===== src/rtl/core/ufsw_pkg.sv =====
`default_nettype none

package ufsw_pkg;

  // fixed field widths of the channels
  localparam int ROW_W      = 5;
  localparam int COL_W      = 5;
  localparam int GRID_W     = 6;
  localparam int WIDX_W     = 10;
  localparam int CFG_IDX_W  = 1;
  // side after clamping, and cell numbers, sized for the largest grid supported
  localparam int SIDE_W     = 7;
  localparam int CELL_MAX_W = 12;

  localparam logic [CFG_IDX_W-1:0] REG_GRID_ROWS = 1'b0;
  localparam logic [CFG_IDX_W-1:0] REG_GRID_COLS = 1'b1;

  localparam logic FUNC_WALL  = 1'b0;
  localparam logic FUNC_CLEAR = 1'b1;

  localparam logic [GRID_W-1:0] GRID_RESET = 6'd8;

  typedef struct packed {
    logic             func;
    logic             horizontal;
    logic [ROW_W-1:0] wall_row;
    logic [COL_W-1:0] wall_col;
  } wall_item_t;

  typedef struct packed {
    logic              removed;
    logic [WIDX_W-1:0] wall_index;
    logic              bad_wall;
  } result_t;

  typedef struct packed {
    logic                  ok;
    logic [CELL_MAX_W-1:0] cell_a;
    logic [CELL_MAX_W-1:0] cell_b;
    logic [WIDX_W-1:0]     wall_index;
  } wall_info_t;

  typedef enum logic [2:0] {
    ST_CLEAR,
    ST_IDLE,
    ST_CALC,
    ST_REQ_A,
    ST_FIND_A,
    ST_FIND_B,
    ST_RESP
  } state_t;

endpackage

`default_nettype wire


===== src/rtl/core/ufsw_wall_decode.sv =====
`default_nettype none

module ufsw_wall_decode import ufsw_pkg::*; #(
  parameter int MAX_SIDE = 32
) (
  input  wire wall_item_t        item,
  input  wire logic [GRID_W-1:0] grid_rows,
  input  wire logic [GRID_W-1:0] grid_cols,
  output wall_info_t             info
);

  localparam logic [SIDE_W-1:0] SIDE_MAX = SIDE_W'(MAX_SIDE);

  logic [SIDE_W-1:0]     rows;
  logic [SIDE_W-1:0]     cols;
  logic [SIDE_W-1:0]     cols_m1;
  logic [SIDE_W-1:0]     r_ext;
  logic [SIDE_W-1:0]     c_ext;
  logic [CELL_MAX_W-1:0] a_num;
  logic [CELL_MAX_W-1:0] v_num;

  always_comb begin
    rows = ({1'b0, grid_rows} > SIDE_MAX) ? SIDE_MAX : {1'b0, grid_rows};
    cols = ({1'b0, grid_cols} > SIDE_MAX) ? SIDE_MAX : {1'b0, grid_cols};
    cols_m1 = cols - SIDE_W'(1);
    r_ext = SIDE_W'(item.wall_row);
    c_ext = SIDE_W'(item.wall_col);

    if (item.horizontal) begin
      info.ok = ((r_ext + SIDE_W'(1)) < rows) && (c_ext < cols);
    end else begin
      info.ok = (r_ext < rows) && ((c_ext + SIDE_W'(1)) < cols);
    end

    a_num = CELL_MAX_W'(CELL_MAX_W'(item.wall_row) * CELL_MAX_W'(cols))
          + CELL_MAX_W'(item.wall_col);
    // vertical walls number over cols-1 per row
    v_num = CELL_MAX_W'(CELL_MAX_W'(item.wall_row) * CELL_MAX_W'(cols_m1))
          + CELL_MAX_W'(item.wall_col);

    info.cell_a = a_num;
    if (item.horizontal) begin
      info.cell_b     = a_num + CELL_MAX_W'(cols);
      info.wall_index = a_num[WIDX_W-1:0];
    end else begin
      info.cell_b     = a_num + CELL_MAX_W'(1);
      info.wall_index = v_num[WIDX_W-1:0];
    end
  end

endmodule

`default_nettype wire


===== config.mk =====
export PLATFORM = sky130hd
export DESIGN_NAME = ufsw_wall_decode
export DESIGN_NICKNAME = d
export VERILOG_FILES = /design/src/rtl/core/ufsw_pkg.sv /design/src/rtl/core/ufsw_wall_decode.sv
export SDC_FILE = /design/constraint.sdc
export NUM_CORES = 1
export LEC_CHECK = 0
export ABC_AREA = 1
export BUFFER_PORTS_ARGS = -buffer_cell sky130_fd_sc_hd__buf_4
export CORE_ASPECT_RATIO = 1.75
export CORE_MARGIN = 5
export CORE_UTILIZATION = 40
export DETAILED_ROUTE_END_ITERATION = 16
export PLACE_DENSITY_LB_ADDON = 0.05
export SYNTH_ARGS = -nofsm -noshare
export SYNTH_HDL_FRONTEND = slang
export SYNTH_SLANG_ARGS = --single-unit

===== constraint.sdc =====
create_clock -name vclk -period 5.5
set_input_delay 0 -clock vclk [all_inputs]
set_output_delay 0 -clock vclk [all_outputs]
set_load 0.02 [all_outputs]

# --- Word level (Yosys, flattened, before mapping) ---
# Index checks and enable logic that the tools add are counted.
word_totals:
  latchBits: 0
  romBits: 0
  word_cells: 21
  output_inout_bits: 35
  n_memories: 0
  input_bits: 24
  reg_bits: 0
  mem_bits_rw: 0
op_classes:
  magnitude_cmp: 6
  n_addsub: 7
  mux: 4
  multipliers: 2
  n_div: 0
  shift: 0
  n_eq_ne: 0
  bitwise: 0
  reduce_logical: 2
op_table:
  columns: ["cell", "n"]
  rows:
  - ["$mux 22", 1]
  - ["$add 11x5->12", 1]
  - ["$add 12x1->12 const B", 1]
  - ["$add 12x6->12", 1]
  - ["$add 5x1->6 const B", 2]
  - ["$gt 6x6->1 const B", 2]
  - ["$lt 5x6->1", 2]
  - ["$lt 6x6->1", 2]
  - ["$mux 6", 2]
  - ["$mul 5x6->11", 1]
  - ["$add 10x5->10", 1]
  - ["$mul 5x7->10", 1]
  - ["$sub 6x1->7 const B", 1]
  - ["$logic_and 1x1->1", 2]
  - ["$mux 1", 1]

# --- Depth between registers and ports, before layout ---
# Gate-level depths: netlist of run 1.
depth:
  word_depth: 6
  depth_mapped: 26
  depth_no_buf: 25

# --- Worst setup path after synthesis of run 1 ---
# Ideal clock, no wire load.
synth_timing:
  path_type: "in2out"
  from: "input port grid_cols[5]"
  to: "output port info[18] in the netlist's numbering"
  setup_slack_ps: 1145
  required_time_ps: 5500
  cell_stages: 19
  t_arrival_ps: 4355
  n_path_buf: 1
  cell_sequence: "buf_6 > inv_6 > nand2_8 > inv_2 > nand2_1 > fa_1 > fa_1 > fa_1 > inv_1 > ha_1 > nand2_1 > o21bai_1 > xor2_1 > inv_1 > ha_1 > nand2_1 > o31ai_1 > and3_1 > xor2_1"
synth_rtl:
  columns: ["element", "line_no", "rtl"]
  rows:
  - ["start: declaration", "ufsw_wall_decode.sv:8", "input wire logic [GRID_W-1:0] grid_cols,"]
  - ["end: declaration", "ufsw_wall_decode.sv:9", "output wall_info_t info"]

==> metrics.yaml, run 1 <==
synth:
  combined_area_of_all_synthesized_cells_sq_um: 3520
  ys_types: 38
  synth_area_leader_cell: "ha_1"
  top_cell_type_s_share_of_synthesized_area_pct: 23.4
  post_synth_inst_count: 524
  synthesis.yosys.warnings: 0
  syn_avg_cell_area_sq_um: 6.72
  synthTopCellsByArea: "ha_1 (23%), fa_1 (20%), nand2_1 (13%)"
  synthesized_nets: 650
  seq_area_frac_synth_pct: 0
  synth_top_cells_by_count: "nand2_1 (122), inv_1 (95), nor2_1 (68)"
  synth_most_common_cell: "nand2_1"
grt:
  grtUsageTotal_pct: 18.9
  globalRoute.totalOverflow: 0
  grt.met3_usage_pct: 0.403
  grt_max_degree: 16
  grt_pass1_vias: 3596
  grtUsageMet1_pct: 20.5
  wire_length_of_the_first_global_routing_pass_um: 16600
  grt_antenna_before_repair: 0
  most_used_routing_layer_in_global_routing: "met2"
  grt_met2_usage_pct: 39.0
die:
  num_io_pins: 59
  initial_core_util_pct: 40.6
  die-area_sq_um: 10900
  core-area_sq_um: 8670
  die_h_um: 134
  floorplan.die.width_um: 80.9
  placementRows: 45
power:
  switching_share_pct: 60.5
  leak_pwr_nw: 2.38
  ir_drop_mv: 0.251
  power.combinational.fraction_pct: 100.0
  cellInternalPower_w: 0.000378
  seqPwrFrac_pct: 0
  switching_power_w: 0.000579
  power_per_cell_area_nw_per_um2: 234
  clock_power_share_pct: 0
finish:
  fillCellCount: 989
  clock_buffers: 0
  num-nets-final: 707
  flow.area_growth_from_synthesis_pct: 16.2
  area.sequential_sq_um: 0
  total_inserted_antenna_cells: 0
  layout-drive-gt1-share_pct: 14.7
  utilization_pct: 47.2
  nFlopsAndLatches: 0
worst_setup_path:
  crit_start: "grid_cols[5]"
  critical_path.max_fanout: 10
  critPathLaunchType: "input pin"
  endpoint: "info[20]"
  worst_ep_arrival_time_ns: 4.72
  element_type_at_the_critical_path_end: "primary output"
  worstSetupPathType: "input pin to primary output"
  worst_ep_required_time_ns: 5.50
sta:
  timing_hold_violations_final: 0
  fin_worst_hold_slack_ns: 0.423
  tightest_slew_ns: 0.508
  fmax_ghz: 0.212
  finalSetupViolations: 0
  layout_min_cycle_time_ns: 4.72
  timing.setup.tns_ns: 0
  tcrit_tclk_final_pct: 85.8
  maxSlewViolCount: 0
  setup_repair_after_global_routing_missed_its_margin: "false"
  maxSlewHeadroom_pct: 66.1
place:
  place.port_buffers: 58
  dp_hpwl_um: 8590
  place.gp.congestion: 0.801
routing:
  drt_first_iter_violations: 95
  finalWirelength_um: 9650
  num_vias: 3386
  route.detailed.drc: 0
  drt_first_pass_iters: 4
  wire_per_inst_um: 13.9
  ant_nets: 0
  post_detailed_route_via_to_cell_ratio: 4.86
hold_path:
  holdPathStages: 3
  min_path_type: "input pin to primary output"
cts:
  cts.repair_timing.setup_buffer_count: 0
  hold_buffers: 0
  cts.repair.resized: 0
job:
  cap_viol_max_count: 0
outcome:
  status: "finished, final reports clean"
[worst min-delay path by stage]
stage                        start  slack (ns)       to
final                     item[10]        0.42  info[8]
after global routing      item[10]        0.44  info[8]
after CTS                 item[10]        0.43  info[8]
after detailed placement  item[10]        0.43  info[8]
after global placement    item[10]        0.43  info[8]
after floorplan           item[10]        0.14  info[8]
[logic make-up after synthesis]
| group | count (synthesis) | share of synthesized area, % |
|---|---|---|
| adders and majority gates | 102 | 43.9 |
| xor gates and xnor gates | 20 | 4.97 |
| and+or+nand+nor | 243 | 31.1 |
| AOI/OAI and AO/OA | 46 | 7.42 |
| buffers and inverters | 113 | 12.6 |
[power by group through the flow]
stage / logic (W) / clock network (W) / registers (W)
2_1_floorplan: 0.000651 / 0 / 0
3_3_place_gp: 0.000968 / 0 / 0
3_5_place_dp: 0.000970 / 0 / 0
4_1_cts: 0.000977 / 0 / 0
5_1_grt: 0.00108 / 0 / 0
6_report: 0.000957 / 0 / 0
[worst max-delay path, stage by stage]
cell and delay, ns:
buf_4 0.16, inv_6 0.15, nand2_8 0.10, inv_2 0.14, nand2_1 0.10, fa_1 0.51
fa_1 0.54, fa_1 0.55, inv_1 0.04, ha_1 0.36, nand2_1 0.11, o21bai_1 0.21
xor2_1 0.30, inv_1 0.10, ha_1 0.36, nand2_1 0.09, o31ai_1 0.29, and3_1 0.27
nand2_1 0.06, nand2_1 0.05, nand2_1 0.05, buf_4 0.15
[cell type report]
cell class	instances	area [sq um]	area share [%]
multi-input combinational	411	3080	75.2
timing repair buffer	61	458	11.2
inverter	107	409	10.0
tap	117	146	3.58
[stage by stage]
stage | worst slack, ns | instance area (sq um) | total power, W | instances
finish | 0.783 | 4090 | 0.000957 | 696
detailed placement | 0.751 | 4090 | 0.000970 | 696
global route | 0.406 | 4090 | 0.00108 | 696
CTS | 0.715 | 4090 | 0.000977 | 696
global placement | 0.774 | 4090 | 0.000968 | 696
floorplan | 1.14 | 3520 | 0.000651 | 524
[routing by layer]
metal  wire [um]  vias to the layer above
met5           0                        -
li1            -                     1746
met1        3610                     1595
met3         135                       10
met4         195                        0
met2        5710                       35
[cells in the final DEF (no fill, tap or decap), types with 3 or more instances in the layout]
master    synthesis  final
a21o_1            3      3
a21oi_1          18     18
buf_4             0     61
clkinv_1          6      6
fa_1             36     36
ha_1             66     66
inv_1            95     95
inv_2             4      4
nand2_1         122    122
nand2_8           3      3
nand3_1          19     19
nand4_1          11     11
nor2_1           68     68
nor2_2            4      4
o21ai_0          13     13
o21bai_1          3      3
xnor2_1           4      4
xor2_1           16     16
Power figures use the tool's default switching activity.
==> inputs of run 2 (changes only) <==
clock period = 5.3 ns   (was 5.5 ns; I/O delays follow)
==> run 2 against run 1 <==
  * Flip-flop and latch count is the same
  * Critical path depth shrank 2
  * Design area is the same
  * Global-route usage grew 0.32 points
  * Combinational power grew 3.7%
  * Sequential share of layout area is the same
  * Setup slack lost 0.22 ns
  * Routed wire length grew 1.1%
  * Critical endpoint is now info[18]
  * Utilization is the same
  * Via count grew 1.5%
==> metrics.yaml, run 2 (same netlist as run 1, synthesis figures left out) <==
finish:
  total_inserted_antenna_cells: 0
  layout-drive-gt1-share_pct: 14.7
  num-nets-final: 707
  flow.area_growth_from_synthesis_pct: 16.2
  area.sequential_sq_um: 0
  fillCellCount: 979
  nFlopsAndLatches: 0
  utilization_pct: 47.2
  clock_buffers: 0
  layout_common_cells: "nand2_1 (122), inv_1 (95), nor2_1 (68)"
  final_design_area_excluding_fillers_sq_um: 4090
  mostFrequentLayoutCell: "nand2_1"
cts:
  cts.repair_timing.setup_buffer_count: 0
  cts.repair.resized: 0
  hold_buffers: 0
die:
  placementRows: 45
  core-area_sq_um: 8670
  floorplan.die.width_um: 80.9
  initial_core_util_pct: 40.6
  die_h_um: 134
  die-area_sq_um: 10900
  num_io_pins: 59
routing:
  met2_wirelength_um: 5620
  ant_nets: 0
  highest_signal_layer: "met4"
  num_vias: 3436
  post_detailed_route_via_to_cell_ratio: 4.94
  wire_per_inst_um: 14.0
  route.layer.met1.wl_um: 3690
  route.detailed.drc: 0
  dr_wl_met3_um: 206
  finalWirelength_um: 9750
  drt_first_iter_violations: 128
  drt_first_pass_iters: 4
place:
  place.gp.congestion: 0.810
  dp_hpwl_um: 8590
  dpl-instance-area_sq_um: 4090
  place.port_buffers: 58
grt:
  grt_pass1_vias: 3587
  globalRoute.totalOverflow: 0
  grtUsageTotal_pct: 19.2
  grt_max_degree: 16
  grt_antenna_before_repair: 0
  wire_length_of_the_first_global_routing_pass_um: 16700
sta:
  timing_hold_violations_final: 0
  fmax_ghz: 0.211
  tcrit_tclk_final_pct: 89.4
  setup_repair_after_global_routing_missed_its_margin: "false"
  layout_min_cycle_time_ns: 4.74
  maxSlewHeadroom_pct: 66.3
  finalSetupViolations: 0
  maxSlewViolCount: 0
  tightest_slew_ns: 0.506
  timing.setup.tns_ns: 0
worst_setup_path:
  worst_ep_required_time_ns: 5.30
  crit_start: "grid_cols[5]"
  worst_ep_arrival_time_ns: 4.74
  element_type_at_the_critical_path_end: "primary output"
  worstSetupPathType: "input pin to primary output"
  critPathLaunchType: "input pin"
  critical_path.max_fanout: 10
power:
  leak_pwr_nw: 2.38
  power_per_cell_area_nw_per_um2: 242
  ir_drop_mv: 0.258
outcome:
  status: "finished, final reports clean"
hold_path:
  min_path_type: "input pin to primary output"
  worst_hold_startpoint: "item[10]"
job:
  cap_viol_max_count: 0
## run 2: path summary, 6_finish.rpt
check	end	depth (start not counted)	slack [ns]
max	info[18]	20	0.56
min	info[8]	3	0.42
## run 2: final cells by class
type	instances	area [sq um]	area share [%]
multi-input combinational	411	3080	75.2
inverter	107	409	10.0
tap	117	146	3.58
timing repair buffer	61	458	11.2
## run 2: power breakdown
group	switching [W]	leakage [nW]	internal (W)	total (W)
registers	0	0	0	0
clock network	0	0	0	0
logic	0.000601	2.38	0.000391	0.000992
## run 2: metal layers
| metal | vias to the layer above | GRT usage (%) |
|---|---|---|
| met4 | 0 | 3.76 |
| met3 | 14 | 0.403 |
| met2 | 62 | 39.0 |
| met1 | 1609 | 21.2 |
| li1 | 1751 | - |
| met5 | - | 0 |
## run 2: worst max-delay path: stages
cell	delay [ns]
buf_4	0.16
inv_6	0.15
nand2_8	0.10
inv_2	0.14
nand2_1	0.10
fa_1	0.51
fa_1	0.54
fa_1	0.56
inv_1	0.04
ha_1	0.36
nand2_1	0.10
o21bai_1	0.21
xor2_1	0.33
inv_1	0.11
ha_1	0.36
nand2_1	0.09
o31ai_1	0.30
and3_1	0.27
xor2_1	0.16
buf_4	0.16
## run 2: stage by stage
| step | instances | hold WS [ns] | power (W) | setup WS [ns] |
|---|---|---|---|---|
| floorplan | 524 | 0.145 | 0.000676 | 0.945 |
| global placement | 696 | 0.429 | 0.00100 | 0.597 |
| detailed placement | 696 | 0.434 | 0.00101 | 0.558 |
| CTS | 696 | 0.432 | 0.00101 | 0.506 |
| global route | 696 | 0.438 | 0.00112 | 0.196 |
| finish | 696 | 0.423 | 0.000992 | 0.559 |
==> inputs of run 3 (changes only) <==
RECOVER_POWER = 100   (was unset)
==> run 3 against run 2 <==
  * Setup slack worse by 0.088 ns
  * Combinational power is 7.3% lower
  * Flip-flop and latch count stayed put
  * Largest power group unchanged
  * Routed wire length hardly changed
  * Count of clock-buffer cells in the layout stayed put
  * Design area is 2.6% lower
  * Final cell count stayed put
  * Non-clock buffer count stayed put
  * Sequential share of layout area stayed put
  * Fmax is 1.8% lower
==> metrics.yaml, run 3 (same netlist as run 1, synthesis figures left out) <==
worst_setup_path:
  worstSetupPathType: "input pin to primary output"
  critPathLaunchType: "input pin"
  element_type_at_the_critical_path_end: "primary output"
  worst_ep_arrival_time_ns: 4.83
  critical_path.max_fanout: 10
  worst_ep_required_time_ns: 5.30
sta:
  tightest_slew_ns: 0.508
  timing.setup.tns_ns: 0
  tcrit_tclk_final_pct: 91.1
  finalSetupViolations: 0
  fmax_ghz: 0.207
  maxSlewHeadroom_pct: 66.1
  maxSlewViolCount: 0
  setup_repair_after_global_routing_missed_its_margin: "false"
  layout_min_cycle_time_ns: 4.83
  timing_hold_violations_final: 0
cts:
  cts.repair_timing.setup_buffer_count: 0
  cts.repair.resized: 0
  hold_buffers: 0
die:
  die_h_um: 134
  num_io_pins: 59
  die-area_sq_um: 10900
  initial_core_util_pct: 40.6
  placementRows: 45
  floorplan.die.width_um: 80.9
  core-area_sq_um: 8670
routing:
  drt_first_pass_iters: 4
  route.detailed.drc: 0
  post_detailed_route_via_to_cell_ratio: 4.88
  finalWirelength_um: 9750
  num_vias: 3398
  drt_first_iter_violations: 122
  wire_per_inst_um: 14.0
  ant_nets: 0
finish:
  layout-drive-gt1-share_pct: 9.67
  layout_common_cells: "nand2_1 (123), inv_1 (96), nor2_1 (70)"
  utilization_pct: 46.0
  num-nets-final: 707
  clock_buffers: 0
  fillCellCount: 999
  flow.area_growth_from_synthesis_pct: 13.1
  mostFrequentLayoutCell: "nand2_1"
  nFlopsAndLatches: 0
  area.sequential_sq_um: 0
  total_inserted_antenna_cells: 0
place:
  place.port_buffers: 58
  place.gp.congestion: 0.810
  dp_hpwl_um: 8590
power:
  ir_drop_mv: 0.213
  power_per_cell_area_nw_per_um2: 231
  leak_pwr_nw: 2.29
job:
  cap_viol_max_count: 0
hold_path:
  min_path_type: "input pin to primary output"
  holdPathStages: 3
grt:
  globalRoute.totalOverflow: 0
  grt_antenna_before_repair: 0
  grtUsageTotal_pct: 19.2
  wire_length_of_the_first_global_routing_pass_um: 16700
  grt_pass1_vias: 3587
  grt_max_degree: 16
outcome:
  status: "finished, final reports clean"
run 3: changes by cell type in the layout (fill, tap and decap cells not counted), moves of 2 or more:
cell	delta
buf_4	-23
clkbuf_1	+23
inv_2	-2
nor2_1	+2
run 3: routing by layer:
metal / GRT usage (%) / up-vias / wire, um
met5: 0 / - / 0
met4: 3.76 / 0 / 232
met3: 0.403 / 12 / 157
met2: 39.0 / 38 / 5620
met1: 21.2 / 1596 / 3740
li1: - / 1752 / -
run 3: cell type report:
type | instances | area [sq um] | share of cell area (%)
Multi-Input combinational cell | 411 | 3060 | 76.7
Inverter | 107 | 409 | 10.3
Tap cell | 117 | 146 | 3.67
Timing Repair Buffer | 61 | 372 | 9.32
run 3: critical path, stage by stage:
cell      delay, ns
buf_4          0.16
inv_6          0.15
nand2_8        0.10
inv_2          0.14
nand2_1        0.10
fa_1           0.51
fa_1           0.54
fa_1           0.56
inv_1          0.04
ha_1           0.36
nand2_1        0.10
o21bai_1       0.21
xor2_1         0.33
inv_1          0.10
ha_1           0.36
nand2_1        0.09
o31ai_1        0.30
and3_1         0.27
xor2_1         0.15
clkbuf_1       0.25
run 3: worst paths after layout:
path / from / to / slack (ns)
max: grid_cols[5] / info[18] / 0.47
min: item[10] / info[8] / 0.42
run 3: power by group:
part           internal (W)  switching (W)  total (W)
combinational      0.000325       0.000595   0.000920
clock                     0              0          0
sequential                0              0          0
run 3: metrics by stage:
step | hold slack (ns) | worst slack (ns) | instance area (sq um) | power [W] | std cells
after floorplan | 0.145 | 0.945 | 3520 | 0.000676 | 524
after global placement | 0.429 | 0.597 | 4090 | 0.00100 | 696
after detailed placement | 0.434 | 0.558 | 4090 | 0.00101 | 696
after CTS | 0.432 | 0.506 | 4090 | 0.00101 | 696
after global routing | 0.438 | 0.120 | 3990 | 0.00105 | 696
final | 0.423 | 0.472 | 3990 | 0.000920 | 696
